--- src/design/sdr_pkg.sv ---
// Shared types, codes and CRC helpers for the SD SPI command and block reader.
`default_nettype none

package sdr_pkg;

  localparam int MAX_RESULTS = 7;
  localparam int CNT_W       = 3;

  typedef logic [1:0] kind_t;
  localparam kind_t KIND_TX     = 2'd0;
  localparam kind_t KIND_RX     = 2'd1;
  localparam kind_t KIND_STATUS = 2'd2;

  typedef logic [2:0] status_t;
  localparam status_t ST_OK       = 3'd0;
  localparam status_t ST_NO_RESP  = 3'd1;
  localparam status_t ST_R1_ERR   = 3'd2;
  localparam status_t ST_TIMEOUT  = 3'd3;
  localparam status_t ST_CRC_BAD  = 3'd4;

  typedef logic [0:0] reg_idx_t;
  localparam reg_idx_t REG_RESPONSE_RETRIES = 1'd0;
  localparam reg_idx_t REG_TOKEN_TIMEOUT    = 1'd1;

  localparam logic [7:0] BYTE_IDLE    = 8'hFF;
  localparam logic [7:0] CMD_START    = 8'h40;
  localparam logic [7:0] DATA_TOKEN   = 8'hFE;
  localparam logic [7:0] R1_ERR_MASK  = 8'h7E;
  localparam logic [6:0] CRC7_POLY    = 7'h09;
  localparam logic [15:0] CRC16_POLY  = 16'h1021;

  typedef enum logic [7:0] {
    PH_IDLE  = 8'b0000_0001,
    PH_SKIP  = 8'b0000_0010,
    PH_R1    = 8'b0000_0100,
    PH_EXTRA = 8'b0000_1000,
    PH_TOKEN = 8'b0001_0000,
    PH_DATA  = 8'b0010_0000,
    PH_CRCHI = 8'b0100_0000,
    PH_CRCLO = 8'b1000_0000
  } phase_t;

  typedef struct packed {
    logic        cmd;
    logic [5:0]  command_index;
    logic [31:0] argument;
    logic        check_errors;
    logic [2:0]  extra_bytes;
    logic [9:0]  data_bytes;
    logic [15:0] block_count;
    logic [7:0]  rx_byte;
  } item_t;

  typedef struct packed {
    kind_t       kind;
    logic [7:0]  byte_value;
    status_t     status;
    logic [7:0]  r1_value;
    logic        last;
  } result_t;

  function automatic result_t mk_result(kind_t k, logic [7:0] v, status_t st,
                                        logic [7:0] r1, logic lst);
    result_t r;
    r.kind       = k;
    r.byte_value = v;
    r.status     = st;
    r.r1_value   = r1;
    r.last       = lst;
    return r;
  endfunction

  // msb-first CRC7 over one byte
  function automatic logic [6:0] crc7_byte(logic [6:0] crc_in, logic [7:0] b);
    logic [6:0] c;
    logic       fb;
    c = crc_in;
    for (int i = 7; i >= 0; i--) begin
      fb = c[6] ^ b[i];
      c  = {c[5:0], 1'b0};
      if (fb) c = c ^ CRC7_POLY;
    end
    return c;
  endfunction

  function automatic logic [15:0] crc16_byte(logic [15:0] crc_in, logic [7:0] b);
    logic [15:0] c;
    c = crc_in ^ {b, 8'h00};
    for (int i = 0; i < 8; i++) begin
      if (c[15]) c = {c[14:0], 1'b0} ^ CRC16_POLY;
      else       c = {c[14:0], 1'b0};
    end
    return c;
  endfunction

endpackage

`default_nettype wire

--- src/design/sdr_ifs.sv ---
// Valid/ready channel interfaces: command and byte input, result output, register writes.
`default_nettype none

interface sdr_in_if;
  logic        valid;
  logic        ready;
  logic        cmd;
  logic [5:0]  command_index;
  logic [31:0] argument;
  logic        check_errors;
  logic [2:0]  extra_bytes;
  logic [9:0]  data_bytes;
  logic [15:0] block_count;
  logic [7:0]  rx_byte;
  modport source (output valid, cmd, command_index, argument, check_errors,
                  extra_bytes, data_bytes, block_count, rx_byte, input ready);
  modport sink   (input valid, cmd, command_index, argument, check_errors,
                  extra_bytes, data_bytes, block_count, rx_byte, output ready);
endinterface

interface sdr_out_if;
  logic       valid;
  logic       ready;
  logic [1:0] kind;
  logic [7:0] byte_value;
  logic [2:0] status;
  logic [7:0] r1_value;
  logic       last;
  modport source (output valid, kind, byte_value, status, r1_value, last, input ready);
  modport sink   (input valid, kind, byte_value, status, r1_value, last, output ready);
endinterface

interface sdr_cfg_if;
  logic        valid;
  logic        ready;
  logic [0:0]  index;
  logic [21:0] data;
  modport source (output valid, index, data, input ready);
  modport sink   (input valid, index, data, output ready);
endinterface

`default_nettype wire

--- src/design/sdr_engine.sv ---
// Protocol state and per-item result generation for the SD SPI reader.
`default_nettype none

module sdr_engine
  import sdr_pkg::*;
#(
  parameter int MAX_BLOCK_BYTES = 512
) (
  input  wire logic        clk,
  input  wire logic        rst,
  input  wire logic        fire,
  input  wire item_t       item,
  input  wire logic [3:0]  response_retries,
  input  wire logic [21:0] token_timeout,
  output result_t          res [MAX_RESULTS],
  output logic [CNT_W-1:0] res_count
);

  phase_t      phase, phase_next;
  logic [21:0] retry_count, retry_count_next;
  logic [9:0]  byte_count, byte_count_next;
  logic [15:0] blocks_left, blocks_left_next;
  logic [15:0] crc_acc, crc_acc_next;
  logic [7:0]  crc_high, crc_high_next;
  logic [7:0]  r1_hold, r1_hold_next;
  logic        req_check, req_check_next;
  logic [2:0]  req_extra, req_extra_next;
  logic [9:0]  req_data, req_data_next;

  logic [7:0]  rx;
  logic [21:0] retry_inc;
  logic [9:0]  byte_inc;
  logic [21:0] lim_resp, lim_tok;
  logic [6:0]  c7;
  logic [7:0]  frame [MAX_RESULTS];
  logic        no_data;

  always_comb begin
    rx        = item.rx_byte;
    retry_inc = retry_count + 22'd1;
    byte_inc  = byte_count + 10'd1;
    lim_resp  = (response_retries == 4'd0) ? 22'd1 : {18'd0, response_retries};
    lim_tok   = (token_timeout == 22'd0) ? 22'd1 : token_timeout;
    no_data   = (req_data == 10'd0) || (blocks_left == 16'd0);

    frame[0] = BYTE_IDLE;
    frame[1] = CMD_START | {2'b00, item.command_index};
    frame[2] = item.argument[31:24];
    frame[3] = item.argument[23:16];
    frame[4] = item.argument[15:8];
    frame[5] = item.argument[7:0];
    c7 = 7'd0;
    for (int i = 1; i <= 5; i++) c7 = crc7_byte(c7, frame[i]);
    frame[6] = {c7, 1'b1};

    phase_next       = phase;
    retry_count_next = retry_count;
    byte_count_next  = byte_count;
    blocks_left_next = blocks_left;
    crc_acc_next     = crc_acc;
    crc_high_next    = crc_high;
    r1_hold_next     = r1_hold;
    req_check_next   = req_check;
    req_extra_next   = req_extra;
    req_data_next    = req_data;
    for (int i = 0; i < MAX_RESULTS; i++)
      res[i] = mk_result(KIND_TX, 8'h00, ST_OK, BYTE_IDLE, 1'b0);
    res_count = '0;

    if (!item.cmd) begin
      for (int i = 0; i < MAX_RESULTS; i++)
        res[i] = mk_result(KIND_TX, frame[i], ST_OK, BYTE_IDLE, i == MAX_RESULTS - 1);
      res_count      = CNT_W'(MAX_RESULTS);
      req_check_next = item.check_errors;
      req_extra_next = item.extra_bytes;
      if (32'(item.data_bytes) > MAX_BLOCK_BYTES) req_data_next = 10'(MAX_BLOCK_BYTES);
      else                                        req_data_next = item.data_bytes;
      blocks_left_next = item.block_count;
      r1_hold_next     = BYTE_IDLE;
      retry_count_next = '0;
      byte_count_next  = '0;
      crc_acc_next     = '0;
      crc_high_next    = '0;
      phase_next       = PH_SKIP;
    end else begin
      unique case (phase)
        PH_SKIP: begin
          phase_next       = PH_R1;
          retry_count_next = '0;
        end
        PH_R1: begin
          r1_hold_next     = rx;
          retry_count_next = retry_inc;
          if (!rx[7]) begin
            if (req_check && ((rx & R1_ERR_MASK) != 8'h00)) begin
              res[0]     = mk_result(KIND_STATUS, 8'h00, ST_R1_ERR, rx, 1'b1);
              res_count  = CNT_W'(1);
              phase_next = PH_IDLE;
            end else if (req_extra != 3'd0) begin
              phase_next      = PH_EXTRA;
              byte_count_next = '0;
            end else if (no_data) begin
              res[0]     = mk_result(KIND_STATUS, 8'h00, ST_OK, rx, 1'b1);
              res_count  = CNT_W'(1);
              phase_next = PH_IDLE;
            end else begin
              phase_next       = PH_TOKEN;
              retry_count_next = '0;
            end
          end else if (retry_inc >= lim_resp) begin
            res[0]     = mk_result(KIND_STATUS, 8'h00, ST_NO_RESP, rx, 1'b1);
            res_count  = CNT_W'(1);
            phase_next = PH_IDLE;
          end
        end
        PH_EXTRA: begin
          res[0]          = mk_result(KIND_RX, rx, ST_OK, r1_hold, 1'b0);
          res_count       = CNT_W'(1);
          byte_count_next = byte_inc;
          if (byte_inc >= {7'd0, req_extra}) begin
            if (no_data) begin
              res[1]     = mk_result(KIND_STATUS, 8'h00, ST_OK, r1_hold, 1'b1);
              res_count  = CNT_W'(2);
              phase_next = PH_IDLE;
            end else begin
              phase_next       = PH_TOKEN;
              retry_count_next = '0;
            end
          end
        end
        PH_TOKEN: begin
          retry_count_next = retry_inc;
          if (rx == DATA_TOKEN) begin
            phase_next      = PH_DATA;
            byte_count_next = '0;
            crc_acc_next    = '0;
          end else if (retry_inc >= lim_tok) begin
            res[0]     = mk_result(KIND_STATUS, 8'h00, ST_TIMEOUT, r1_hold, 1'b1);
            res_count  = CNT_W'(1);
            phase_next = PH_IDLE;
          end
        end
        PH_DATA: begin
          res[0]          = mk_result(KIND_RX, rx, ST_OK, r1_hold, 1'b0);
          res_count       = CNT_W'(1);
          crc_acc_next    = crc16_byte(crc_acc, rx);
          byte_count_next = byte_inc;
          if (byte_inc >= req_data) phase_next = PH_CRCHI;
        end
        PH_CRCHI: begin
          crc_high_next = rx;
          phase_next    = PH_CRCLO;
        end
        PH_CRCLO: begin
          if ({crc_high, rx} != crc_acc) begin
            res[0]     = mk_result(KIND_STATUS, 8'h00, ST_CRC_BAD, r1_hold, 1'b1);
            res_count  = CNT_W'(1);
            phase_next = PH_IDLE;
          end else begin
            blocks_left_next = blocks_left - 16'd1;
            if (blocks_left == 16'd1) begin
              res[0]     = mk_result(KIND_STATUS, 8'h00, ST_OK, r1_hold, 1'b1);
              res_count  = CNT_W'(1);
              phase_next = PH_IDLE;
            end else begin
              phase_next       = PH_TOKEN;
              retry_count_next = '0;
            end
          end
        end
        PH_IDLE: begin
          // stray byte with no command running
        end
        default: begin
          phase_next = PH_IDLE;
        end
      endcase
    end
  end

  always_ff @(posedge clk) begin
    if (rst) begin
      phase       <= PH_IDLE;
      retry_count <= '0;
      byte_count  <= '0;
      blocks_left <= '0;
      crc_acc     <= '0;
      crc_high    <= '0;
      r1_hold     <= BYTE_IDLE;
      req_check   <= 1'b0;
      req_extra   <= '0;
      req_data    <= '0;
    end else if (fire) begin
      phase       <= phase_next;
      retry_count <= retry_count_next;
      byte_count  <= byte_count_next;
      blocks_left <= blocks_left_next;
      crc_acc     <= crc_acc_next;
      crc_high    <= crc_high_next;
      r1_hold     <= r1_hold_next;
      req_check   <= req_check_next;
      req_extra   <= req_extra_next;
      req_data    <= req_data_next;
    end
  end

endmodule

`default_nettype wire

--- src/design/sd_spi_command_and_block_reader.sv ---
// SD card SPI-mode host engine: command framing, R1 hunt and block read with CRC16 check.
//
// Channels: req carries either a command (cmd = 0) or one byte received from the card
// (cmd = 1); rsp carries transmit bytes, received payload/trailing bytes and one final
// status per command; cfg writes response_retries (index 0) and token_timeout (index 1)
// and is always ready.
// A req beat is registered, then processed into a result buffer of up to seven entries;
// rsp shows the buffer head, so each result passes the input register and the result
// buffer before it appears. rsp drains one result per cycle while rsp.ready is high.
// A command yields seven rsp beats and occupies the result buffer until its last beat
// leaves. A received byte yields at most two results and, with rsp ready, one
// received byte is taken per cycle; a byte that yields both a payload byte and a status
// holds the next byte until the status leaves the buffer. Throughput is set by the rsp drain rate.
// If rsp stalls, the buffer holds and one further req beat waits in the input
// register before req.ready drops.
// Reset clears the buffer and the protocol state and loads response_retries = 8 and
// token_timeout = 3000000; no clearing pass is needed.
`default_nettype none

module sd_spi_command_and_block_reader
  import sdr_pkg::*;
#(
  parameter int MAX_BLOCK_BYTES = 512
) (
  input  wire logic  clk,
  input  wire logic  rst,
  sdr_in_if.sink     req,
  sdr_out_if.source  rsp,
  sdr_cfg_if.sink    cfg
);

  logic [3:0]  response_retries;
  logic [21:0] token_timeout;

  item_t            in_q;
  logic             in_q_valid;
  result_t          rbuf [MAX_RESULTS];
  logic [CNT_W-1:0] rcnt;
  result_t          res [MAX_RESULTS];
  logic [CNT_W-1:0] res_count;
  logic             out_fire, room, proc;

  assign cfg.ready = 1'b1;

  always_ff @(posedge clk) begin
    if (rst) begin
      response_retries <= 4'd8;
      token_timeout    <= 22'd3000000;
    end else if (cfg.valid) begin
      unique case (cfg.index)
        REG_RESPONSE_RETRIES: response_retries <= cfg.data[3:0];
        REG_TOKEN_TIMEOUT:    token_timeout    <= cfg.data;
        default: ;
      endcase
    end
  end

  assign out_fire  = rsp.valid && rsp.ready;
  // buffer free when empty or once its last entry leaves this cycle
  assign room      = (rcnt == '0) || ((rcnt == CNT_W'(1)) && out_fire);
  assign proc      = in_q_valid && room;
  assign req.ready = !in_q_valid || proc;

  always_ff @(posedge clk) begin
    if (rst) begin
      in_q_valid <= 1'b0;
    end else if (req.ready) begin
      in_q_valid <= req.valid;
    end
  end

  always_ff @(posedge clk) begin
    if (req.ready && req.valid) begin
      in_q.cmd           <= req.cmd;
      in_q.command_index <= req.command_index;
      in_q.argument      <= req.argument;
      in_q.check_errors  <= req.check_errors;
      in_q.extra_bytes   <= req.extra_bytes;
      in_q.data_bytes    <= req.data_bytes;
      in_q.block_count   <= req.block_count;
      in_q.rx_byte       <= req.rx_byte;
    end
  end

  sdr_engine #(
    .MAX_BLOCK_BYTES (MAX_BLOCK_BYTES)
  ) u_engine (
    .clk              (clk),
    .rst              (rst),
    .fire             (proc),
    .item             (in_q),
    .response_retries (response_retries),
    .token_timeout    (token_timeout),
    .res              (res),
    .res_count        (res_count)
  );

  always_ff @(posedge clk) begin
    if (rst) begin
      rcnt <= '0;
    end else if (proc) begin
      rcnt <= res_count;
    end else if (out_fire) begin
      rcnt <= rcnt - CNT_W'(1);
    end
  end

  always_ff @(posedge clk) begin
    if (proc) begin
      for (int i = 0; i < MAX_RESULTS; i++) rbuf[i] <= res[i];
    end else if (out_fire) begin
      for (int i = 0; i < MAX_RESULTS - 1; i++) rbuf[i] <= rbuf[i+1];
    end
  end

  assign rsp.valid      = (rcnt != '0);
  assign rsp.kind       = rbuf[0].kind;
  assign rsp.byte_value = rbuf[0].byte_value;
  assign rsp.status     = rbuf[0].status;
  assign rsp.r1_value   = rbuf[0].r1_value;
  assign rsp.last       = rbuf[0].last;

endmodule

`default_nettype wire
--- src/flat_wrapper.sv ---
// flat-port wrapper written by rule: the top's interface ports become plain ports
module sd_spi_command_and_block_reader_flat import sdr_pkg::*;
#(
  parameter int MAX_BLOCK_BYTES = 512
)
  (clk, rst, req_valid, req_cmd, req_command_index, req_argument, req_check_errors, req_extra_bytes, req_data_bytes, req_block_count, req_rx_byte, req_ready, rsp_valid, rsp_kind, rsp_byte_value, rsp_status, rsp_r1_value, rsp_last, rsp_ready, cfg_valid, cfg_index, cfg_data, cfg_ready);
  sdr_in_if req_i ();
  sdr_out_if rsp_i ();
  sdr_cfg_if cfg_i ();
  input  wire logic clk;
  input  wire logic rst;
  input wire logic [$bits(req_i.valid)-1:0] req_valid;
  input wire logic [$bits(req_i.cmd)-1:0] req_cmd;
  input wire logic [$bits(req_i.command_index)-1:0] req_command_index;
  input wire logic [$bits(req_i.argument)-1:0] req_argument;
  input wire logic [$bits(req_i.check_errors)-1:0] req_check_errors;
  input wire logic [$bits(req_i.extra_bytes)-1:0] req_extra_bytes;
  input wire logic [$bits(req_i.data_bytes)-1:0] req_data_bytes;
  input wire logic [$bits(req_i.block_count)-1:0] req_block_count;
  input wire logic [$bits(req_i.rx_byte)-1:0] req_rx_byte;
  output wire logic [$bits(req_i.ready)-1:0] req_ready;
  output wire logic [$bits(rsp_i.valid)-1:0] rsp_valid;
  output wire logic [$bits(rsp_i.kind)-1:0] rsp_kind;
  output wire logic [$bits(rsp_i.byte_value)-1:0] rsp_byte_value;
  output wire logic [$bits(rsp_i.status)-1:0] rsp_status;
  output wire logic [$bits(rsp_i.r1_value)-1:0] rsp_r1_value;
  output wire logic [$bits(rsp_i.last)-1:0] rsp_last;
  input wire logic [$bits(rsp_i.ready)-1:0] rsp_ready;
  input wire logic [$bits(cfg_i.valid)-1:0] cfg_valid;
  input wire logic [$bits(cfg_i.index)-1:0] cfg_index;
  input wire logic [$bits(cfg_i.data)-1:0] cfg_data;
  output wire logic [$bits(cfg_i.ready)-1:0] cfg_ready;
  assign req_i.valid = req_valid;
  assign req_i.cmd = req_cmd;
  assign req_i.command_index = req_command_index;
  assign req_i.argument = req_argument;
  assign req_i.check_errors = req_check_errors;
  assign req_i.extra_bytes = req_extra_bytes;
  assign req_i.data_bytes = req_data_bytes;
  assign req_i.block_count = req_block_count;
  assign req_i.rx_byte = req_rx_byte;
  assign req_ready = req_i.ready;
  assign rsp_valid = rsp_i.valid;
  assign rsp_kind = rsp_i.kind;
  assign rsp_byte_value = rsp_i.byte_value;
  assign rsp_status = rsp_i.status;
  assign rsp_r1_value = rsp_i.r1_value;
  assign rsp_last = rsp_i.last;
  assign rsp_i.ready = rsp_ready;
  assign cfg_i.valid = cfg_valid;
  assign cfg_i.index = cfg_index;
  assign cfg_i.data = cfg_data;
  assign cfg_ready = cfg_i.ready;
  sd_spi_command_and_block_reader #(.MAX_BLOCK_BYTES(MAX_BLOCK_BYTES)) u_core (.clk(clk), .rst(rst), .req(req_i), .rsp(rsp_i), .cfg(cfg_i));
endmodule
--- config.mk ---
export PLATFORM = sky130hd
export DESIGN_NAME = sd_spi_command_and_block_reader_flat
export DESIGN_NICKNAME = d
export VERILOG_FILES = /design/src/design/sdr_pkg.sv /design/src/design/sdr_ifs.sv /design/src/design/sdr_engine.sv /design/src/design/sd_spi_command_and_block_reader.sv /design/src/flat_wrapper.sv
export SDC_FILE = /design/constraint.sdc
export NUM_CORES = 1
export LEC_CHECK = 0
export BUFFER_PORTS_ARGS = -buffer_cell sky130_fd_sc_hd__buf_2
export CORE_AREA = 2 2 233 143
export CTS_CLUSTER_DIAMETER = 80
export DETAILED_ROUTE_END_ITERATION = 6
export DIE_AREA = 0 0 235 145
export PLACE_DENSITY = 0.83
export SKIP_LAST_GASP = 1
export SLEW_MARGIN = 20
export SYNTH_ARGS = -nofsm -noshare
export SYNTH_HDL_FRONTEND = slang
export SYNTH_HIERARCHICAL = 1
export SYNTH_SLANG_ARGS = --single-unit
--- constraint.sdc ---
create_clock -name clk -period 5.7 [get_ports clk]
set_clock_uncertainty 0.05 [all_clocks]
set_input_delay 0.855 -clock clk [delete_from_list [all_inputs] [get_ports clk]]
set_output_delay 0.855 -clock clk [all_outputs]
set_load 0.005 [all_outputs]
; ---- Yosys cells after proc, flatten, opt, wreduce, memory -nomap -nowiden
; Memories as Yosys holds them, arrays and structs flattened.
; Index checks and enable logic that the tools add are counted.
; Widths: inputs -> output; s select.
[op_classes]
multipliers = 0
n_mux = 143
bitwise = 91
shifts = 0
eq_ne = 31
n_div = 0
magnitude_cmp = 5
reduce_logical = 29
add_sub_neg = 4
[op_table]
columns = operator, count
row1 = $mux 22, 28
row2 = $mux 16, 19
row3 = $mux 4, 39
row4 = $pmux 22 s5, 1
row5 = $mux 108, 1
row6 = $mux 13, 8
row7 = $mux 8, 11
row8 = $pmux 22 s4, 1
row9 = $not 2->2, 37
row10 = $pmux 8 s8, 1
row11 = $mux 10, 6
row12 = $mux 44, 1
row13 = $xor 1x1->1, 34
row14 = $pmux 16 s2, 1
row15 = $ne 3x3->1 const B, 10
row16 = $pmux 10 s3, 1
row17 = $mux 5, 5
row18 = $not 3->3, 8
row19 = $add 22x1->22 const B, 1
row20 = $ge 22x22->1, 1
row21 = $ge 22x4->1, 1
row22 = $logic_not 22->1, 1
row23 = $reduce_and 6->1, 3
row24 = $eq 16x1->1 const B, 1
row25 = 40 further kinds, 83
[word_totals]
output_inout_bits = 25
rom_bits = 0
register_bits = 209
latch_bits = 0
ramBits = 154
n_memories = 1
word_cells = 326
[mem_list]
columns = name, depth, word_bits, rd, rd_ports_with_merged_regs, wr, line_no
row1 = u_core.rbuf, 7, 22, 7, 0, 7, sd_spi_command_and_block_reader.sv:37  ; result_t rbuf [MAX_RESULTS];

; ---- Logic depth before layout (Yosys ltp)
[logic_depth]
word_depth = 77
depth_mapped = 17
mapped_depth_nobuf = 17

; ---- Modules after synthesis
; The synthesis kept the hierarchy.
[by_module_without_submodules]
columns = module, instances, seq_area_each_um2, cells_each, area_per_inst_um2
row1 = sd_spi_command_and_block_reader, 1, 7537.2, 523, 10092.2
row2 = sdr_engine, 1, 2042.0, 1185, 8924.8

; ---- Worst setup path before layout
; No wires, ideal clock.
[synth_path]
path_type = input to register
start = in rsp_ready
end = mem u_core/rbuf[0][0] in the netlist's numbering (enable)
slack_ps = 1637
path_stages = 2
n_path_buf = 0
arrival_time_ps = 3529
path_cell_list = mux2i_2 > inv_1
[synth_lines]
columns = item, line_no
row1 = start: declaration, flat_wrapper.sv:28  ; input wire logic [$bits(rsp_i.ready)-1:0] rsp_ready;
row2 = end: declaration, sd_spi_command_and_block_reader.sv:37

==> reports/metrics.yaml <==
run_status:
  outcome: "finished with violations"
  violations: "design-rule violations"
floorplan:
  fp.coreArea_mm2: 0.03197
  die-area_mm2: 0.03408
  die_h_um: 145
  initial_utilization: 0.5948
  ioPinCount: 130
  row_count: 51
  dieWidth_um: 235
power:
  p_int_mw: 6.323
  p_sw_mw: 2.770
  pwr-share-clk: 0.271
  seqPwrFrac: 0.426
  switching_share: 0.3046
  pwr-share-comb: 0.304
  total_power_mw: 9.093
  p_per_area_mw_per_mm2: 438.2
  ir_worst_vdd_mv: 0.4996
  cellLeakagePower_nw: 8.171
grt:
  antenna_found_initial: 0
  grtUsageMet1: 0.3577
  busiest_layer: "met2"
  grt_pass1_wl_um: 67070
  overflow: 0
  grt_util_all_layers: 0.2435
  grt_max_degree: 133
  grt_pass1_vias: 12661
  gr-usage-met3: 0.05099
  gr-usage-met2: 0.3679
clock_tree:
  cts_made_buffers: 35
  cts_setup_buffers: 0
  clk_latency_ns: 0.55
  htreeDepth: 2
  cts_tree: "built"
  postCtsResizedCells: 0
  clockBufferDepth: 3
  cts_root_buf: "clkbuf_16"
  cts.sinks: 363
  hold_buffers: 0
  clk_pin_slew_ns: 0.06
synth:
  synthXorXnorAreaFrac: 0.06158
  syn_inst: 1708
  synth_cell_types: 85
  ys_warn_count: 6
  synth_edf_count: 231
  post_synth_fa_ha_maj_area_fraction: 0.03027
  ys_seq_area_frac: 0.5037
  yosys.area_share.simple: 0.1476
  synth_top_family_by_area: "simple AND/OR/NAND/NOR gates"
  avgSynthCellArea_um2: 11.13
  synth_compound_area_frac: 0.08797
  synth_area_mm2: 0.01902
  synth.mux.area_fraction: 0.1021
  synth_top_flop_cell: "edfxtp_1"
  ys_ff_latch: 363
  synth-async-reset-ratio: 0
final_layout:
  syn_to_final_growth_pct: 9.119
  fillCellCount: 2430
  multi_input_comb_area_mm2: 0.008458
  final_core_util: 0.6491
  nets: 1940
  drive_gt1_frac: 0.2098
  seq_area_mm2: 0.009579
  diodes: 0
worst_setup_path:
  slowest_stage: "nor4_1"
  worstSetupStartpointType: "flip-flop"
  cp_top_family: "simple AND/OR/NAND/NOR gates"
  crit_fanout: 7
  cp-end-kind: "flip-flop"
  critPathKind: "reg -> reg"
  crit_arrival_ns: 4.60
  max_stage_delay_ns: 0.84
  path_buf_inv: 0
  cp.required_ns: 5.93
  crit_chain: "ha_1 -> nand3_1 -> nor4_1 -> nand4_1 -> xnor2_1 -> ha_1 -> a21o_1 -> a21oi_1 -> o21a_1 -> o21a_1 -> a21boi_0 -> nand2b_1 -> nor2_2 -> nor2_1 -> mux2_2"
detailed_routing:
  routed_wl_um: 41730
  drt_first_iter_violations: 1412
  vias_per_cell: 5.769
  drcViolationCount: 1
  wl_per_cell_um: 18.63
  via_count: 12923
  firstDrtPassIters: 7
  antenna_left: 0
timing:
  hold_violations: 0
  maxSlewHeadroom: 0.3199
  tightestPinTransition_ns: 1.019
  worst_hold_slack_ns: 0.4078
  fmax_ghz: 0.2289
  slew_violations: 0
  finalCriticalPeriod_ns: 4.369
  rsz0062_at_grt: "no"
  finalSetupViolCount: 0
  fin_setup_tns_ns: 0
  fin_crit_sh: 0.7664
hold_path:
  worst_hold_path_type: "reg -> reg"
flow_run:
  cap_violations: 0
place:
  io_buffers: 128
  gp_congestion: 0.9315
  dp_hpwl_um: 28770
## metal layers
layer	routed length (um)	part of all wire
met5	0	0
met4	819	0.020
met3	3470	0.083
met2	18090	0.43
met1	19360	0.46
## synth_stat cells, drive strengths merged, types with 3 or more instances
| library cell | instances | area share |
|---|---|---|
| nor2b | 43 | 0.014 |
| a31oi | 4 | 0.0013 |
| nand3 | 43 | 0.013 |
| o22ai | 16 | 0.0053 |
| o211ai | 3 | 0.0012 |
| and4 | 3 | 0.0014 |
| a21oi | 99 | 0.027 |
| o21ai | 54 | 0.015 |
| xnor2 | 86 | 0.040 |
| nor4b | 3 | 0.0014 |
| dfxtp | 132 | 0.14 |
| nor2 | 103 | 0.021 |
| a22oi | 20 | 0.0079 |
| nor3b | 9 | 0.0041 |
| and3b | 3 | 0.0014 |
| a211oi | 12 | 0.0047 |
| nand2 | 146 | 0.029 |
| mux2 | 133 | 0.095 |
| clkbuf | 52 | 0.010 |
| and2 | 6 | 0.0020 |
| edfxtp | 231 | 0.36 |
| nor4 | 21 | 0.011 |
| nand4 | 19 | 0.0066 |
| or3 | 11 | 0.0036 |
| conb | 3 | 0.00059 |
| and3 | 11 | 0.0036 |
| nand2b | 16 | 0.0053 |
| o32ai | 3 | 0.0014 |
| inv | 59 | 0.012 |
| nor3 | 32 | 0.0089 |
| mux2i | 14 | 0.0076 |
| o21a | 7 | 0.0028 |
| or2 | 19 | 0.0063 |
| xor2 | 46 | 0.022 |
| or4 | 8 | 0.0032 |
| ha | 46 | 0.030 |
| buf | 114 | 0.044 |
| a221oi | 3 | 0.0017 |
| a21o | 17 | 0.0067 |
| nand3b | 24 | 0.0095 |
| o31ai | 10 | 0.0049 |
## worst register-to-register path: stages (launching register included)
cell and delay (ns):
dfxtp_1 0.45, ha_1 0.27, nand3_1 0.23, nor4_1 0.84, nand4_1 0.21, xnor2_1 0.27
ha_1 0.30, a21o_1 0.17, a21oi_1 0.16, o21a_1 0.15, o21a_1 0.16, a21boi_0 0.15
nand2b_1 0.18, nor2_2 0.16, nor2_1 0.08, mux2_2 0.28
## layout make-up
class,instances,area share
multi-input cells,1192,0.4076
well taps,424,0.02557
repair buffers,138,0.03582
inverters,59,0.01079
flip-flops and latches,363,0.4616
clock inverters,18,0.01248
clock buffers,46,0.04613
## placed cells by master (no fill, tap or decap), types with 12 or more instances in the layout
cell type,n
nor2_1,101
ha_1,46
o22ai_1,16
mux2i_1,13
o21ai_0,50
nand3_1,38
or2_2,18
dfxtp_1,132
a21oi_1,96
conb_1,75
mux2_2,53
nor2b_1,43
nor4_1,14
clkbuf_16,35
mux2_4,80
nor3_1,30
xnor2_1,85
nand2_1,145
buf_2,127
nand3b_1,24
a211oi_1,12
nand4_1,18
a21o_1,17
nand2b_1,16
a22oi_1,20
xor2_1,45
edfxtp_1,231
inv_1,58
## power by group through the flow
stage | logic, mW | clock network [mW] | registers (mW)
finish | 2.76 | 2.46 | 3.87
detailed placement | 2.73 | 0 | 3.92
CTS | 2.75 | 2.51 | 3.87
floorplan | 2.28 | 0 | 3.84
global route | 2.97 | 2.61 | 3.92
global placement | 2.64 | 0 | 3.89
## path summary, 6_finish.rpt
kind              slack [ns]                     endpoint                           start  cells after the start
setup / recovery        1.33           u_core/rbuf[0][21]  u_core/u_engine/retry_count[0]                     15
hold / removal          0.41  u_core/u_engine/req_data[7]     u_core/u_engine/req_data[7]                      2
setup reg to reg        1.33           u_core/rbuf[0][21]  u_core/u_engine/retry_count[0]                     15
hold reg to reg         0.41  u_core/u_engine/req_data[7]     u_core/u_engine/req_data[7]                      2
## stage by stage
step	instances	setup slack [ns]	instance area, um^2
floorplan	1780	1.637	19290
global placement	2176	1.737	19540
detailed placement	2176	1.532	19540
CTS	2240	1.513	20750
global route	2240	1.099	20750
finish	2240	1.331	20750
## state kept, by name, summed over array words and instances (netlist names)
name	count
u_core/u_engine/phase	8
u_core/response_retries	4
u_core/rcnt	3
u_core/u_engine/crc_acc	16
u_core/u_engine/crc_high	8
u_core/u_engine/r1_hold	8
u_core/token_timeout	22
u_core/u_engine/byte_count	10
u_core/in_q	77
u_core/u_engine/req_check	1
u_core/u_engine/blocks_left	16
u_core/u_engine/retry_count	22
u_core/in_q_valid	1
u_core/rbuf	154
u_core/u_engine/req_extra	3
u_core/u_engine/req_data	10
## cell families (layout without fill, tap and decap cells)
family	after synthesis	count (layout)
buffers and inverters	225	261
xor gates and xnor gates	132	132
DFF	363	363
muxes	147	147
other	3	75
and+or+nand+nor	526	526
adders and majority gates	46	46
AOI/OAI and AO/OA	266	266
No activity file was read; power rests on OpenSTA's default activity.
